--- src/rtl/assert_macros.svh ---
// ----------------------------------------------------------------------------
// assert_macros.svh
// Shared concurrent assertion macros, clocked on clk, disabled in reset.
// ----------------------------------------------------------------------------
`ifndef ASSERT_MACROS_SVH
`define ASSERT_MACROS_SVH

// Check that a property holds at every clock edge outside reset.
`define ASSERT_ALWAYS(label, prop, msg) \
    label: assert property (@(posedge clk) disable iff (!rst_n) (prop)) else $error(msg);

// Check that the consequent holds in the cycle the antecedent holds.
`define ASSERT_IMPLIES(label, ante, cons, msg) \
    label: assert property (@(posedge clk) disable iff (!rst_n) (ante) |-> (cons)) \
        else $error(msg);

// Check that the consequent holds in the cycle after the antecedent.
`define ASSERT_NEXT(label, ante, cons, msg) \
    label: assert property (@(posedge clk) disable iff (!rst_n) (ante) |=> (cons)) \
        else $error(msg);

`endif

--- src/rtl/tce_pkg.sv ---
// ----------------------------------------------------------------------------
// tce_pkg
// Types, sizes and codes shared by the threshold cluster extractor modules.
// ----------------------------------------------------------------------------
package tce_pkg;

    localparam int PRE_DEPTH   = 16;
    localparam int SAMPLE_BITS = 10;
    localparam int FRAME_MAX   = 1024;

    localparam int POS_W       = 10;
    localparam int THR_W       = 10;
    localparam int PRE_CNT_W   = 4;
    localparam int POST_CNT_W  = 7;
    localparam int CFG_IDX_W   = 2;
    localparam int CFG_DATA_W  = 10;

    localparam int HIST_DEPTH  = PRE_DEPTH + 1;
    localparam int HIST_IDX_W  = $clog2(HIST_DEPTH);
    localparam int FILL_W      = $clog2(PRE_DEPTH + 1);
    localparam int CMP_W       = (FILL_W > PRE_CNT_W) ? FILL_W : PRE_CNT_W;
    localparam int IDXC_W      = ((HIST_IDX_W > PRE_CNT_W) ? HIST_IDX_W : PRE_CNT_W) + 1;

    localparam int POS_CAP_INT = (FRAME_MAX - 1 > 1023) ? 1023 : FRAME_MAX - 1;
    localparam logic [POS_W-1:0] POS_CAP = POS_CAP_INT[POS_W-1:0];

    localparam logic [THR_W-1:0]      THR_RESET  = 10'd110;
    localparam logic [PRE_CNT_W-1:0]  PRE_RESET  = 4'd3;
    localparam logic [POST_CNT_W-1:0] POST_RESET = 7'd7;

    localparam logic [CFG_IDX_W-1:0] CFG_THRESHOLD  = 2'd0;
    localparam logic [CFG_IDX_W-1:0] CFG_PRE_COUNT  = 2'd1;
    localparam logic [CFG_IDX_W-1:0] CFG_POST_COUNT = 2'd2;

    typedef enum logic [1:0] {
        PH_SEARCH,
        PH_ABOVE,
        PH_POST,
        PH_DONE
    } phase_t;

    typedef enum logic [1:0] {
        CS_IDLE,
        CS_PRE,
        CS_HELD,
        CS_CUR
    } ctrl_state_t;

    typedef struct packed {
        logic ready;
        logic accept;
        logic load_pre;
        logic load_held;
        logic load_cur;
    } tce_cmd_t;

    typedef struct packed {
        logic in_valid;
        logic out_free;
        logic plan_pre;
        logic plan_held;
        logic plan_cur;
        logic pend_held;
        logic pend_cur;
        logic pre_last;
    } tce_status_t;

endpackage

--- src/rtl/tce_ctrl.sv ---
// ----------------------------------------------------------------------------
// tce_ctrl
// Sequencer: accepts one sample transaction, then steps the datapath through its
// pre, held and current samples, one result per cycle while output is free.
// ----------------------------------------------------------------------------
`include "assert_macros.svh"

module tce_ctrl (
    input  logic                clk,
    input  logic                rst_n,
    input  tce_pkg::tce_status_t sts,
    output tce_pkg::tce_cmd_t    cmd
);
    import tce_pkg::*;

    ctrl_state_t state_reg;
    ctrl_state_t state_next;

    always_ff @(posedge clk or negedge rst_n)
    begin
        if (!rst_n)
        begin
            state_reg <= CS_IDLE;
        end
        else
        begin
            state_reg <= state_next;
        end
    end

    always_comb
    begin
        state_next = state_reg;
        unique case (state_reg)
            CS_IDLE:
            begin
                if (sts.in_valid)
                begin
                    priority if (sts.plan_pre)  state_next = CS_PRE;
                    else if (sts.plan_held)     state_next = CS_HELD;
                    else if (sts.plan_cur)      state_next = CS_CUR;
                    else                        state_next = CS_IDLE;
                end
            end
            CS_PRE:
            begin
                if (sts.out_free && sts.pre_last)
                begin
                    priority if (sts.pend_held) state_next = CS_HELD;
                    else if (sts.pend_cur)      state_next = CS_CUR;
                    else                        state_next = CS_IDLE;
                end
            end
            CS_HELD:
            begin
                if (sts.out_free)
                begin
                    state_next = sts.pend_cur ? CS_CUR : CS_IDLE;
                end
            end
            CS_CUR:
            begin
                if (sts.out_free)
                begin
                    state_next = CS_IDLE;
                end
            end
            default:
            begin
                state_next = CS_IDLE;
            end
        endcase
    end

    always_comb
    begin
        cmd = '0;
        unique case (state_reg)
            CS_IDLE:
            begin
                cmd.ready  = 1'b1;
                cmd.accept = sts.in_valid;
            end
            CS_PRE:
            begin
                cmd.load_pre = sts.out_free;
            end
            CS_HELD:
            begin
                cmd.load_held = sts.out_free;
            end
            CS_CUR:
            begin
                cmd.load_cur = sts.out_free;
            end
            default:
            begin
                cmd = '0;
            end
        endcase
    end

    `ASSERT_IMPLIES(a_load_needs_room, cmd.load_pre || cmd.load_held || cmd.load_cur, sts.out_free, "result loaded while output register busy")
    `ASSERT_ALWAYS(a_one_load, $onehot0({cmd.accept, cmd.load_pre, cmd.load_held, cmd.load_cur}), "more than one command in a cycle")

endmodule

--- src/rtl/tce_datapath.sv ---
// ----------------------------------------------------------------------------
// tce_datapath
// Configuration registers, sample history, frame and cluster state, item
// latch and the output register that holds one result transaction.
// ----------------------------------------------------------------------------
`include "assert_macros.svh"

module tce_datapath (
    input  logic                                  clk,
    input  logic                                  rst_n,
    input  logic                                  cfg_we,
    input  logic [tce_pkg::CFG_IDX_W-1:0]         cfg_index,
    input  logic [tce_pkg::CFG_DATA_W-1:0]        cfg_data,
    input  logic                                  sample_valid,
    input  logic [tce_pkg::SAMPLE_BITS-1:0]       sample,
    input  logic                                  frame_end,
    input  logic                                  result_stall,
    input  tce_pkg::tce_cmd_t                     cmd,
    output tce_pkg::tce_status_t                  sts,
    output logic                                  result_valid,
    output logic [tce_pkg::SAMPLE_BITS-1:0]       value,
    output logic [tce_pkg::POS_W-1:0]             position,
    output logic                                  cluster_last
);
    import tce_pkg::*;

    logic [THR_W-1:0]       thr_reg;
    logic [PRE_CNT_W-1:0]   pre_count_reg;
    logic [POST_CNT_W-1:0]  post_count_reg;

    logic [SAMPLE_BITS-1:0] hist_reg [HIST_DEPTH];
    logic [FILL_W-1:0]      fill_reg,      fill_next;
    logic [POS_W-1:0]       frame_pos_reg, frame_pos_next;
    phase_t                 phase_reg,     phase_next;
    logic [POST_CNT_W-1:0]  post_left_reg, post_left_next;

    logic [SAMPLE_BITS-1:0] item_sample_reg;
    logic [POS_W-1:0]       item_pos_reg;
    logic                   pushed_reg;
    logic [SAMPLE_BITS-1:0] held_val_reg;
    logic [POS_W-1:0]       held_pos_reg;
    logic                   held_last_reg;
    logic                   cur_last_reg;
    logic [PRE_CNT_W-1:0]   pre_left_reg,  pre_left_next;
    logic                   pend_held_reg, pend_held_next;
    logic                   pend_cur_reg,  pend_cur_next;

    logic                   result_valid_reg, result_valid_next;
    logic [SAMPLE_BITS-1:0] out_value_reg,    out_value_next;
    logic [POS_W-1:0]       out_pos_reg,      out_pos_next;
    logic                   out_last_reg,     out_last_next;

    logic                   above_thr;
    logic                   at_or_above;
    logic [CMP_W-1:0]       fill_ext;
    logic [CMP_W-1:0]       pre_ext;
    logic [PRE_CNT_W-1:0]   pre_cnt;
    logic                   hist_push;
    logic                   hist_wr0;
    logic [PRE_CNT_W-1:0]   plan_pre_cnt;
    logic                   plan_held;
    logic                   plan_held_last;
    logic                   plan_cur;
    logic                   plan_cur_last;
    logic [POST_CNT_W-1:0]  post_dec;
    logic [IDXC_W-1:0]      rd_idx_wide;
    logic [HIST_IDX_W-1:0]  rd_idx;
    logic [POS_W-1:0]       pre_dist;
    logic [POS_W-1:0]       pre_pos;
    logic                   out_free;

    always_ff @(posedge clk or negedge rst_n)
    begin
        if (!rst_n)
        begin
            thr_reg        <= THR_RESET;
            pre_count_reg  <= PRE_RESET;
            post_count_reg <= POST_RESET;
        end
        else if (cfg_we)
        begin
            unique case (cfg_index)
                CFG_THRESHOLD:  thr_reg        <= cfg_data[THR_W-1:0];
                CFG_PRE_COUNT:  pre_count_reg  <= cfg_data[PRE_CNT_W-1:0];
                CFG_POST_COUNT: post_count_reg <= cfg_data[POST_CNT_W-1:0];
                default:        ;
            endcase
        end
    end

    assign above_thr   = sample > thr_reg;
    assign at_or_above = sample >= thr_reg;
    assign fill_ext    = CMP_W'(fill_reg);
    assign pre_ext     = CMP_W'(pre_count_reg);
    assign pre_cnt     = (pre_ext < fill_ext) ? pre_count_reg : fill_reg[PRE_CNT_W-1:0];
    assign post_dec    = post_left_reg - POST_CNT_W'(1);

    always_comb
    begin
        hist_push      = 1'b0;
        hist_wr0       = 1'b0;
        plan_pre_cnt   = '0;
        plan_held      = 1'b0;
        plan_held_last = 1'b0;
        plan_cur       = 1'b0;
        plan_cur_last  = 1'b0;
        phase_next     = phase_reg;
        post_left_next = post_left_reg;
        fill_next      = fill_reg;
        frame_pos_next = frame_pos_reg;

        unique case (phase_reg)
            PH_SEARCH:
            begin
                if (above_thr)
                begin
                    plan_pre_cnt  = pre_cnt;
                    plan_cur      = frame_end;
                    plan_cur_last = 1'b1;
                    if (!frame_end)
                    begin
                        hist_push  = 1'b1;
                        phase_next = PH_ABOVE;
                    end
                end
                else
                begin
                    hist_push = 1'b1;
                end
            end
            PH_ABOVE:
            begin
                plan_held = 1'b1;
                if (at_or_above)
                begin
                    plan_cur      = frame_end;
                    plan_cur_last = 1'b1;
                    hist_wr0      = !frame_end;
                end
                else if (post_count_reg == '0)
                begin
                    plan_held_last = 1'b1;
                    phase_next     = PH_DONE;
                end
                else
                begin
                    post_left_next = post_count_reg - POST_CNT_W'(1);
                    plan_cur       = 1'b1;
                    plan_cur_last  = (post_left_next == '0) || frame_end;
                    phase_next     = (post_left_next == '0) ? PH_DONE : PH_POST;
                end
            end
            PH_POST:
            begin
                if (post_left_reg != '0)
                begin
                    post_left_next = post_dec;
                end
                plan_cur      = 1'b1;
                plan_cur_last = (post_left_next == '0) || frame_end;
                if (post_left_next == '0)
                begin
                    phase_next = PH_DONE;
                end
            end
            PH_DONE:
            begin
                phase_next = PH_DONE;
            end
            default:
            begin
                phase_next = PH_SEARCH;
            end
        endcase

        if (hist_push && fill_reg != FILL_W'(PRE_DEPTH))
        begin
            fill_next = fill_reg + FILL_W'(1);
        end

        if (frame_end)
        begin
            frame_pos_next = '0;
            fill_next      = '0;
            phase_next     = PH_SEARCH;
            post_left_next = '0;
        end
        else if (frame_pos_reg < POS_CAP)
        begin
            frame_pos_next = frame_pos_reg + POS_W'(1);
        end
    end

    always_ff @(posedge clk or negedge rst_n)
    begin
        if (!rst_n)
        begin
            fill_reg      <= '0;
            frame_pos_reg <= '0;
            phase_reg     <= PH_SEARCH;
            post_left_reg <= '0;
        end
        else if (cmd.accept)
        begin
            fill_reg      <= fill_next;
            frame_pos_reg <= frame_pos_next;
            phase_reg     <= phase_next;
            post_left_reg <= post_left_next;
        end
    end

    always_ff @(posedge clk)
    begin
        if (cmd.accept)
        begin
            if (hist_push)
            begin
                for (int i = HIST_DEPTH - 1; i > 0; i--)
                begin
                    hist_reg[i] <= hist_reg[i-1];
                end
                hist_reg[0] <= sample;
            end
            else if (hist_wr0)
            begin
                hist_reg[0] <= sample;
            end
        end
    end

    always_ff @(posedge clk)
    begin
        if (cmd.accept)
        begin
            item_sample_reg <= sample;
            item_pos_reg    <= frame_pos_reg;
            pushed_reg      <= hist_push;
            held_val_reg    <= hist_reg[0];
            held_pos_reg    <= (frame_pos_reg == '0) ? '0 : frame_pos_reg - POS_W'(1);
            held_last_reg   <= plan_held_last;
            cur_last_reg    <= plan_cur_last;
        end
    end

    assign rd_idx_wide = IDXC_W'(pre_left_reg) - IDXC_W'(1) + IDXC_W'(pushed_reg);
    assign rd_idx      = rd_idx_wide[HIST_IDX_W-1:0];
    assign pre_dist    = POS_W'(pre_left_reg);
    assign pre_pos     = (item_pos_reg >= pre_dist) ? item_pos_reg - pre_dist : '0;
    assign out_free    = !result_valid_reg || !result_stall;

    always_comb
    begin
        pre_left_next  = pre_left_reg;
        pend_held_next = pend_held_reg;
        pend_cur_next  = pend_cur_reg;
        if (cmd.accept)
        begin
            pre_left_next  = plan_pre_cnt;
            pend_held_next = plan_held;
            pend_cur_next  = plan_cur;
        end
        else if (cmd.load_pre)
        begin
            pre_left_next = pre_left_reg - PRE_CNT_W'(1);
        end
        else if (cmd.load_held)
        begin
            pend_held_next = 1'b0;
        end
        else if (cmd.load_cur)
        begin
            pend_cur_next = 1'b0;
        end
    end

    always_ff @(posedge clk or negedge rst_n)
    begin
        if (!rst_n)
        begin
            pre_left_reg  <= '0;
            pend_held_reg <= 1'b0;
            pend_cur_reg  <= 1'b0;
        end
        else
        begin
            pre_left_reg  <= pre_left_next;
            pend_held_reg <= pend_held_next;
            pend_cur_reg  <= pend_cur_next;
        end
    end

    always_comb
    begin
        result_valid_next = result_valid_reg && result_stall;
        out_value_next    = out_value_reg;
        out_pos_next      = out_pos_reg;
        out_last_next     = out_last_reg;
        priority if (cmd.load_pre)
        begin
            result_valid_next = 1'b1;
            out_value_next    = hist_reg[rd_idx];
            out_pos_next      = pre_pos;
            out_last_next     = 1'b0;
        end
        else if (cmd.load_held)
        begin
            result_valid_next = 1'b1;
            out_value_next    = held_val_reg;
            out_pos_next      = held_pos_reg;
            out_last_next     = held_last_reg;
        end
        else if (cmd.load_cur)
        begin
            result_valid_next = 1'b1;
            out_value_next    = item_sample_reg;
            out_pos_next      = item_pos_reg;
            out_last_next     = cur_last_reg;
        end
    end

    always_ff @(posedge clk or negedge rst_n)
    begin
        if (!rst_n)
        begin
            result_valid_reg <= 1'b0;
        end
        else
        begin
            result_valid_reg <= result_valid_next;
        end
    end

    always_ff @(posedge clk)
    begin
        out_value_reg <= out_value_next;
        out_pos_reg   <= out_pos_next;
        out_last_reg  <= out_last_next;
    end

    assign result_valid = result_valid_reg;
    assign value        = out_value_reg;
    assign position     = out_pos_reg;
    assign cluster_last = out_last_reg;

    always_comb
    begin
        sts           = '0;
        sts.in_valid  = sample_valid;
        sts.out_free  = out_free;
        sts.plan_pre  = plan_pre_cnt != '0;
        sts.plan_held = plan_held;
        sts.plan_cur  = plan_cur;
        sts.pend_held = pend_held_reg;
        sts.pend_cur  = pend_cur_reg;
        sts.pre_last  = pre_left_reg == PRE_CNT_W'(1);
    end

    `ASSERT_NEXT(a_done_is_silent, cmd.accept && phase_reg == PH_DONE && !frame_end, (pre_left_reg == '0) && !pend_held_reg && !pend_cur_reg, "sample after cluster scheduled a result")
    `ASSERT_ALWAYS(a_pos_capped, frame_pos_reg <= POS_CAP, "frame position beyond its cap")

endmodule

--- src/rtl/threshold_cluster_extractor_top.sv ---
// ----------------------------------------------------------------------------
// threshold_cluster_extractor_top
// Zero suppression of framed ADC samples: one cluster per frame, with pre
// samples before the threshold crossing and post samples after it.
// ----------------------------------------------------------------------------
// A sample yielding no result does not stall the input; one yielding n results
// (n up to 16: up to fifteen pre samples and a crossing sample that ends its
// frame, or the held sample and the current one) stalls the input until the
// last is loaded, as the single output register takes one result per cycle
// while free. The next sample is taken the cycle after the last result is
// loaded, while that result still waits in the output register. A stalled
// output freezes the sequencer until it drains. Configuration must be written
// via cfg_we / cfg_index / cfg_data by the user only while idle (not enforced).
// ----------------------------------------------------------------------------
module threshold_cluster_extractor_top (
    input  logic                            clk,
    input  logic                            rst_n,
    input  logic                            cfg_we,
    input  logic [tce_pkg::CFG_IDX_W-1:0]   cfg_index,
    input  logic [tce_pkg::CFG_DATA_W-1:0]  cfg_data,
    input  logic                            sample_valid,
    output logic                            sample_stall,
    input  logic [tce_pkg::SAMPLE_BITS-1:0] sample,
    input  logic                            frame_end,
    output logic                            result_valid,
    input  logic                            result_stall,
    output logic [tce_pkg::SAMPLE_BITS-1:0] value,
    output logic [tce_pkg::POS_W-1:0]       position,
    output logic                            cluster_last
);
    import tce_pkg::*;

    tce_cmd_t    cmd;
    tce_status_t sts;

    tce_ctrl u_ctrl (
        .clk   (clk),
        .rst_n (rst_n),
        .sts   (sts),
        .cmd   (cmd)
    );

    tce_datapath u_datapath (
        .clk          (clk),
        .rst_n        (rst_n),
        .cfg_we       (cfg_we),
        .cfg_index    (cfg_index),
        .cfg_data     (cfg_data),
        .sample_valid (sample_valid),
        .sample       (sample),
        .frame_end    (frame_end),
        .result_stall (result_stall),
        .cmd          (cmd),
        .sts          (sts),
        .result_valid (result_valid),
        .value        (value),
        .position     (position),
        .cluster_last (cluster_last)
    );

    assign sample_stall = !cmd.ready;

endmodule
--- config.mk ---
export PLATFORM = sky130hd
export DESIGN_NAME = threshold_cluster_extractor_top
export DESIGN_NICKNAME = d
export VERILOG_FILES = /design/src/rtl/tce_pkg.sv /design/src/rtl/tce_ctrl.sv /design/src/rtl/tce_datapath.sv /design/src/rtl/threshold_cluster_extractor_top.sv
export VERILOG_INCLUDE_DIRS = /design/src /design/src/rtl
export SDC_FILE = /design/constraint.sdc
export NUM_CORES = 1
export LEC_CHECK = 0
export BUFFER_PORTS_ARGS = -buffer_cell sky130_fd_sc_hd__buf_2
export CAP_MARGIN = 5
export CELL_PAD_IN_SITES_DETAIL_PLACEMENT = 0
export CELL_PAD_IN_SITES_GLOBAL_PLACEMENT = 1
export CORE_MARGIN = 3
export CORE_UTILIZATION = 55
export DETAILED_ROUTE_END_ITERATION = 16
export GPL_ROUTABILITY_DRIVEN = 0
export PLACE_DENSITY_LB_ADDON = 0.05
export SLEW_MARGIN = 0
export SYNTH_ARGS = -nofsm -noshare
export SYNTH_HDL_FRONTEND = slang
export SYNTH_SLANG_ARGS = --single-unit
--- constraint.sdc ---
create_clock -name clk -period 21 [get_ports clk]
set_clock_uncertainty 0.15 [all_clocks]
set_input_delay 6.3 -clock clk [delete_from_list [all_inputs] [get_ports clk]]
set_output_delay 6.3 -clock clk [all_outputs]
set_load 0.02 [all_outputs]
[After elaboration in Yosys (flattened, before gate mapping)]
Memories as Yosys holds them, arrays and structs flattened.
Index checks and enable logic that the tools add are counted.
Widths: inputs -> output; s select.
Cells by class
  order comparisons: 5
  multiplexer cells: 78
  bitwise logic cells: 2
  reductions and logical operators: 38
  equal/unequal tests: 20
  add/sub/neg operators: 9
Operators by type and width (number)
  $mux 10: 10
  $mux 1: 36
  $mux 7: 5
  $mux 2: 15
  $logic_not 7->1: 3
  $mux 4: 5
  $pmux 2 s4: 2
  $pmux 7 s2: 1
  $sub 7x1->7 const B: 2
  $reduce_and 2->1: 6
  $reduce_and 4->1: 3
  $reduce_bool 2->1: 6
  $add 10x1->10 const B: 1
  $eq 2x2->1 const B: 5
  $ge 10x10->1: 1
  $ge 10x4->1: 1
  $gt 10x10->1: 1
  $logic_not 10->1: 1
  $lt 10x10->1 const B: 1
  $mux 5: 2
  $ne 2x1->1 const B: 5
  $sub 10x1->10 const B: 1
  $sub 10x4->10: 1
  $reduce_bool 7->1: 1
  22 further kinds: 37
Word-level totals
  flip-flop bits (word level): 118
  memories: 1
  bits in writable memories: 170
  word-level logic and storage cells: 175
  output and inout port bits: 23
  input bits: 28
Memory list
  u_datapath.hist_reg: words 17, bits a word 10, rd ports 17, clocked after Yosys merged registers in 0, wr ports 17, RTL line tce_datapath.sv:31  | logic [SAMPLE_BITS-1:0] hist_reg [HIST_DEPTH];

[Logic depth before layout (Yosys ltp)]
  depth after elaboration: 9
  gate-level depth with buffers: 11
  depth with buffers taken out: 10

[Hierarchy]
From an unflattened synthesis, not the netlist that was laid out.
Second synthesis, totals
  cells, all modules: 842
  area, all modules: 12868.6 µm²
By module, submodules not included
  tce_datapath: times used 1, seq. area each 8330.5 µm², cells an instance 815, area each 12654.6 µm²
  tce_ctrl: times used 1, seq. area each 50.0 µm², cells an instance 26, area each 210.2 µm²
  threshold_cluster_extractor_top: times used 1, seq. area each 0.0 µm², cells an instance 1, area each 3.8 µm²

[Least setup slack after synthesis]
OpenSTA, ideal clock, no wires.
  path type: input port to flip-flop
  from: in sample[5] (netlist name)
  to: mem u_datapath.hist_reg[10][0], enable pin
  path slack: 4.708 ns
  library setup time: 0.733 ns
  cell stages on the path: 6
  data arrival time: 15.410 ns
  buffers on the path: 0
  required time: 20.117 ns
  cell sequence: ha_1 > and3_1 > a221o_1 > a211oi_2 > nor2_2 > a21oi_1
RTL lines
  from (decl): RTL line threshold_cluster_extractor_top.sv:23  | input logic [tce_pkg::SAMPLE_BITS-1:0] sample,
  to (decl): RTL line tce_datapath.sv:31

==> impl_metrics.csv <==
group,metric,value,unit
worst_setup_path,crit_required,21020,ps
routing,routed_wl,24900,µm
clock_network,path_clk_slew,60,ps
routing,route.detailed.drc,0,
worst_setup_path,crit_type,"input port to register",
power_and_ir_drop,ir_worst_vdd,0.000106,V
clock_network,clk_latency,540,ps
sta,final_hold_viol_count,0,
synthesis,synth_enable_flop_cells,233,
place,place_ws,10570,ps
synthesis,synth_simple_gate_area_frac,0.0768,
place,port_buffers,50,
place,place_area,0.0133,mm²
power_and_ir_drop,comb_power_share,0.343,
synthesis,muxShareOfSynthArea,0.117,
synthesis,synth_area_leaders,"edfxtp_1 55%, mux4_2 8.7%, dfrtp_1 8.7%",
synthesis,synthFlopType,"edfxtp_1",
die,row_count,55,
place,dp_hpwl,16400,µm
layout,design_area,0.0142,mm²
flow_run,drv_cap,0,
synthesis,synth_fa_ha_area_frac,0.0301,
grt,met2_usage,0.323,
grt,antenna_found_initial,0,
power_and_ir_drop,p_per_area,144,mW/mm²
synthesis,syn_inst,825,
worst_setup_path,startpoint_type,"input port",
die,die_w,158,µm
grt,grt_pass1_vias,7302,
sta,relSlewSlack,0.194,
routing,first_pass_iters,5,
worst_setup_path,arrival,9890,ps
power_and_ir_drop,p_int,1.37,mW
layout,largest_register_ffs,170,
clock_network,postCtsSetupBuffers,0,
clock_network,clock_sinks,288,
sta,rsz0062_at_grt,"no",
worst_setup_path,cp_max_fo,97,
clock_network,h-tree-depth,1,
routing,route.vias.total,7219,
sta,period_share,0.470,
die,initial_utilization,0.560,
sta,fmax,101,MHz
synthesis,postSynthAreaPerCell,15.4,µm²
layout,layout.nets,942,
routing,via_per_inst,6.05,
clock_network,numCtsBuffers,30,
worst_setup_path,slowest_delay,870,ps
grt,grt_util_met1,0.302,
grt,grt.total_usage,0.203,
synthesis,synth_compound_area_frac,0.0748,
sta,hold_slack,293,ps
grt,grt_remaining_overflow,0,
synthesis,synthXorXnorAreaFrac,0.0191,
clock_network,hold_buffers,0,
worst_setup_path,slowest_stage,"buf_4",
routing,ant_nets,0,
routing,post_drt_wl_per_cell,20.9,µm
routing,drt_iter0_markers,549,
layout,diodes,0,
clock_network,clockBufferDepth,3,
power_and_ir_drop,p_clk_frac,0.247,
worst_setup_path,crit_path_frequent_cell,"buf_4",
synthesis,synth_top_area_share,0.550,
synthesis,syn-num-nets,883,
synthesis,yosysTopAreaCell,"edfxtp_1",
power_and_ir_drop,p_sw_frac,0.331,
sta,finalMaxSlewViolations,0,
power_and_ir_drop,p_seq_frac,0.409,
clock_network,cts_root_buf,"clkbuf_16",
synthesis,synth_seq_area_share,0.659,
sta,fin_tns_setup,0,ps
synthesis,synth_seq_cells,288,
place,dp.cells,1137,
grt,use_met3,0.0252,
clock_network,cts_tree,"yes",
layout,fin_cells,1193,
synthesis,yosysWarnings,0,
power_and_ir_drop,p_sw,0.678,mW
layout,syn_to_final_growth,11.9,%
worst_setup_path,crit_path_end_kind,"register",
die,die_h,158,µm
sta,min_period,9880,ps
grt,grt_busiest_layer,"met2",
die,die-area,0.0250,mm²
sta,worstMarginPinSlew,1210,ps
min_path,hp-class,"register to register",
grt,grt_start_max_net_pins,98,
clock_network,post_cts_resize_count,0,
synthesis,syn_area,0.0127,mm²
synthesis,synth_top_family_by_area,"multiplexers",
worst_setup_path,regToRegSetupSlack,16470,ps
die,core_region_area,0.0227,mm²
layout,drive_gt1_frac,0.231,
grt,grt_pass1_wl,39700,µm
outcome,outcome,"finished, final reports clean",
sta,setup_viol,0,
worst_setup_path,path_cells,"buf_2, ha_1, and3_1, a221o_1, a211oi_2, nor2_2, a21oi_4, buf_4, buf_4",
power_and_ir_drop,p_leak,5.11,nW
die,num_io_pins,51,
synthesis,synthArstFlopShare,0.188,
synthesis,yosysUniqueCellTypes,76,
sta,setup_ws,11120,ps
placed cells by master (no fill, tap or decap), types with 27 or more instances in the layout:
cell type	n
clkbuf_16	31
nand2_1	38
edfxtp_1	233
ha_1	28
o21ai_0	29
mux4_2	49
a21oi_1	27
dfrtp_1	44
nor2_1	51
buf_2	50
inv_1	37
cell families (layout without fill, tap and decap cells):
| group | after synthesis | after routing |
|---|---|---|
| xor+xnor | 26 | 26 |
| compound gates | 136 | 136 |
| flops | 288 | 288 |
| buf+inv | 74 | 157 |
| simple gates | 188 | 188 |
| mux | 83 | 83 |
| fa+ha+maj | 30 | 30 |
final cells by class:
type	instances	area, µm²
Fill cell	1718	8470
Clock buffer	34	787
Inverter	39	146
Clock inverter	22	168
Multi-Input combinational cell	463	4060
Tap cell	285	357
Timing Repair Buffer	62	340
Sequential cell	288	8380
worst max-delay path: cells and delay by family:
family	cells	cell delay, ps
simple gates	2	360
buf+inv	3	1780
fa+ha+maj	1	300
compound gates	3	1010
cells in the mapped netlist, types with 15 or more instances:
cell,instances
clkbuf_1,21
a21oi_1,28
nor2_1,52
mux4_2,49
inv_1,37
dfrtp_1,44
nand2_1,38
ha_1,29
edfxtp_1,233
o21ai_0,29
mux2i_1,18
xnor2_1,15
nor3_1,19
per-layer routing:
metal	wire, µm	share of wire	up-vias
met5	0	0	-
met4	589	0.024	0
met3	1110	0.045	44
met2	11800	0.47	206
met1	11400	0.46	3641
li1	-	-	3328
worst paths after layout:
kind                                                 start                           to  depth (start not counted)
max in group asynchronous                            rst_n  u_datapath.post_left_reg[0]                          2
worst min-delay path            u_datapath.hist_reg[10][2]   u_datapath.hist_reg[11][2]                          0
min in group asynchronous                            rst_n  u_datapath.frame_pos_reg[6]                          2
worst min register to register  u_datapath.hist_reg[10][2]   u_datapath.hist_reg[11][2]                          0
worst max-delay path                             sample[5]    u_datapath.hist_reg[6][8]                          9
worst max register to register       u_datapath.thr_reg[5]    u_datapath.hist_reg[6][8]                          9
per-stage QoR:
stage	power [mW]	util
2_1_floorplan	1.38	-
3_3_place_gp	1.54	0.585
3_5_place_dp	1.56	0.585
4_1_cts	2.07	0.627
5_1_grt	2.17	0.627
6_report	2.05	0.627
power by group through the flow:
stage | clock network [mW] | logic, mW | registers (mW)
2_1_floorplan | 0 | 0.524 | 0.857
3_3_place_gp | 0 | 0.699 | 0.844
3_5_place_dp | 0 | 0.709 | 0.849
4_1_cts | 0.518 | 0.713 | 0.839
5_1_grt | 0.543 | 0.775 | 0.852
6_report | 0.507 | 0.703 | 0.839
(Power assumes the default switching activity.)
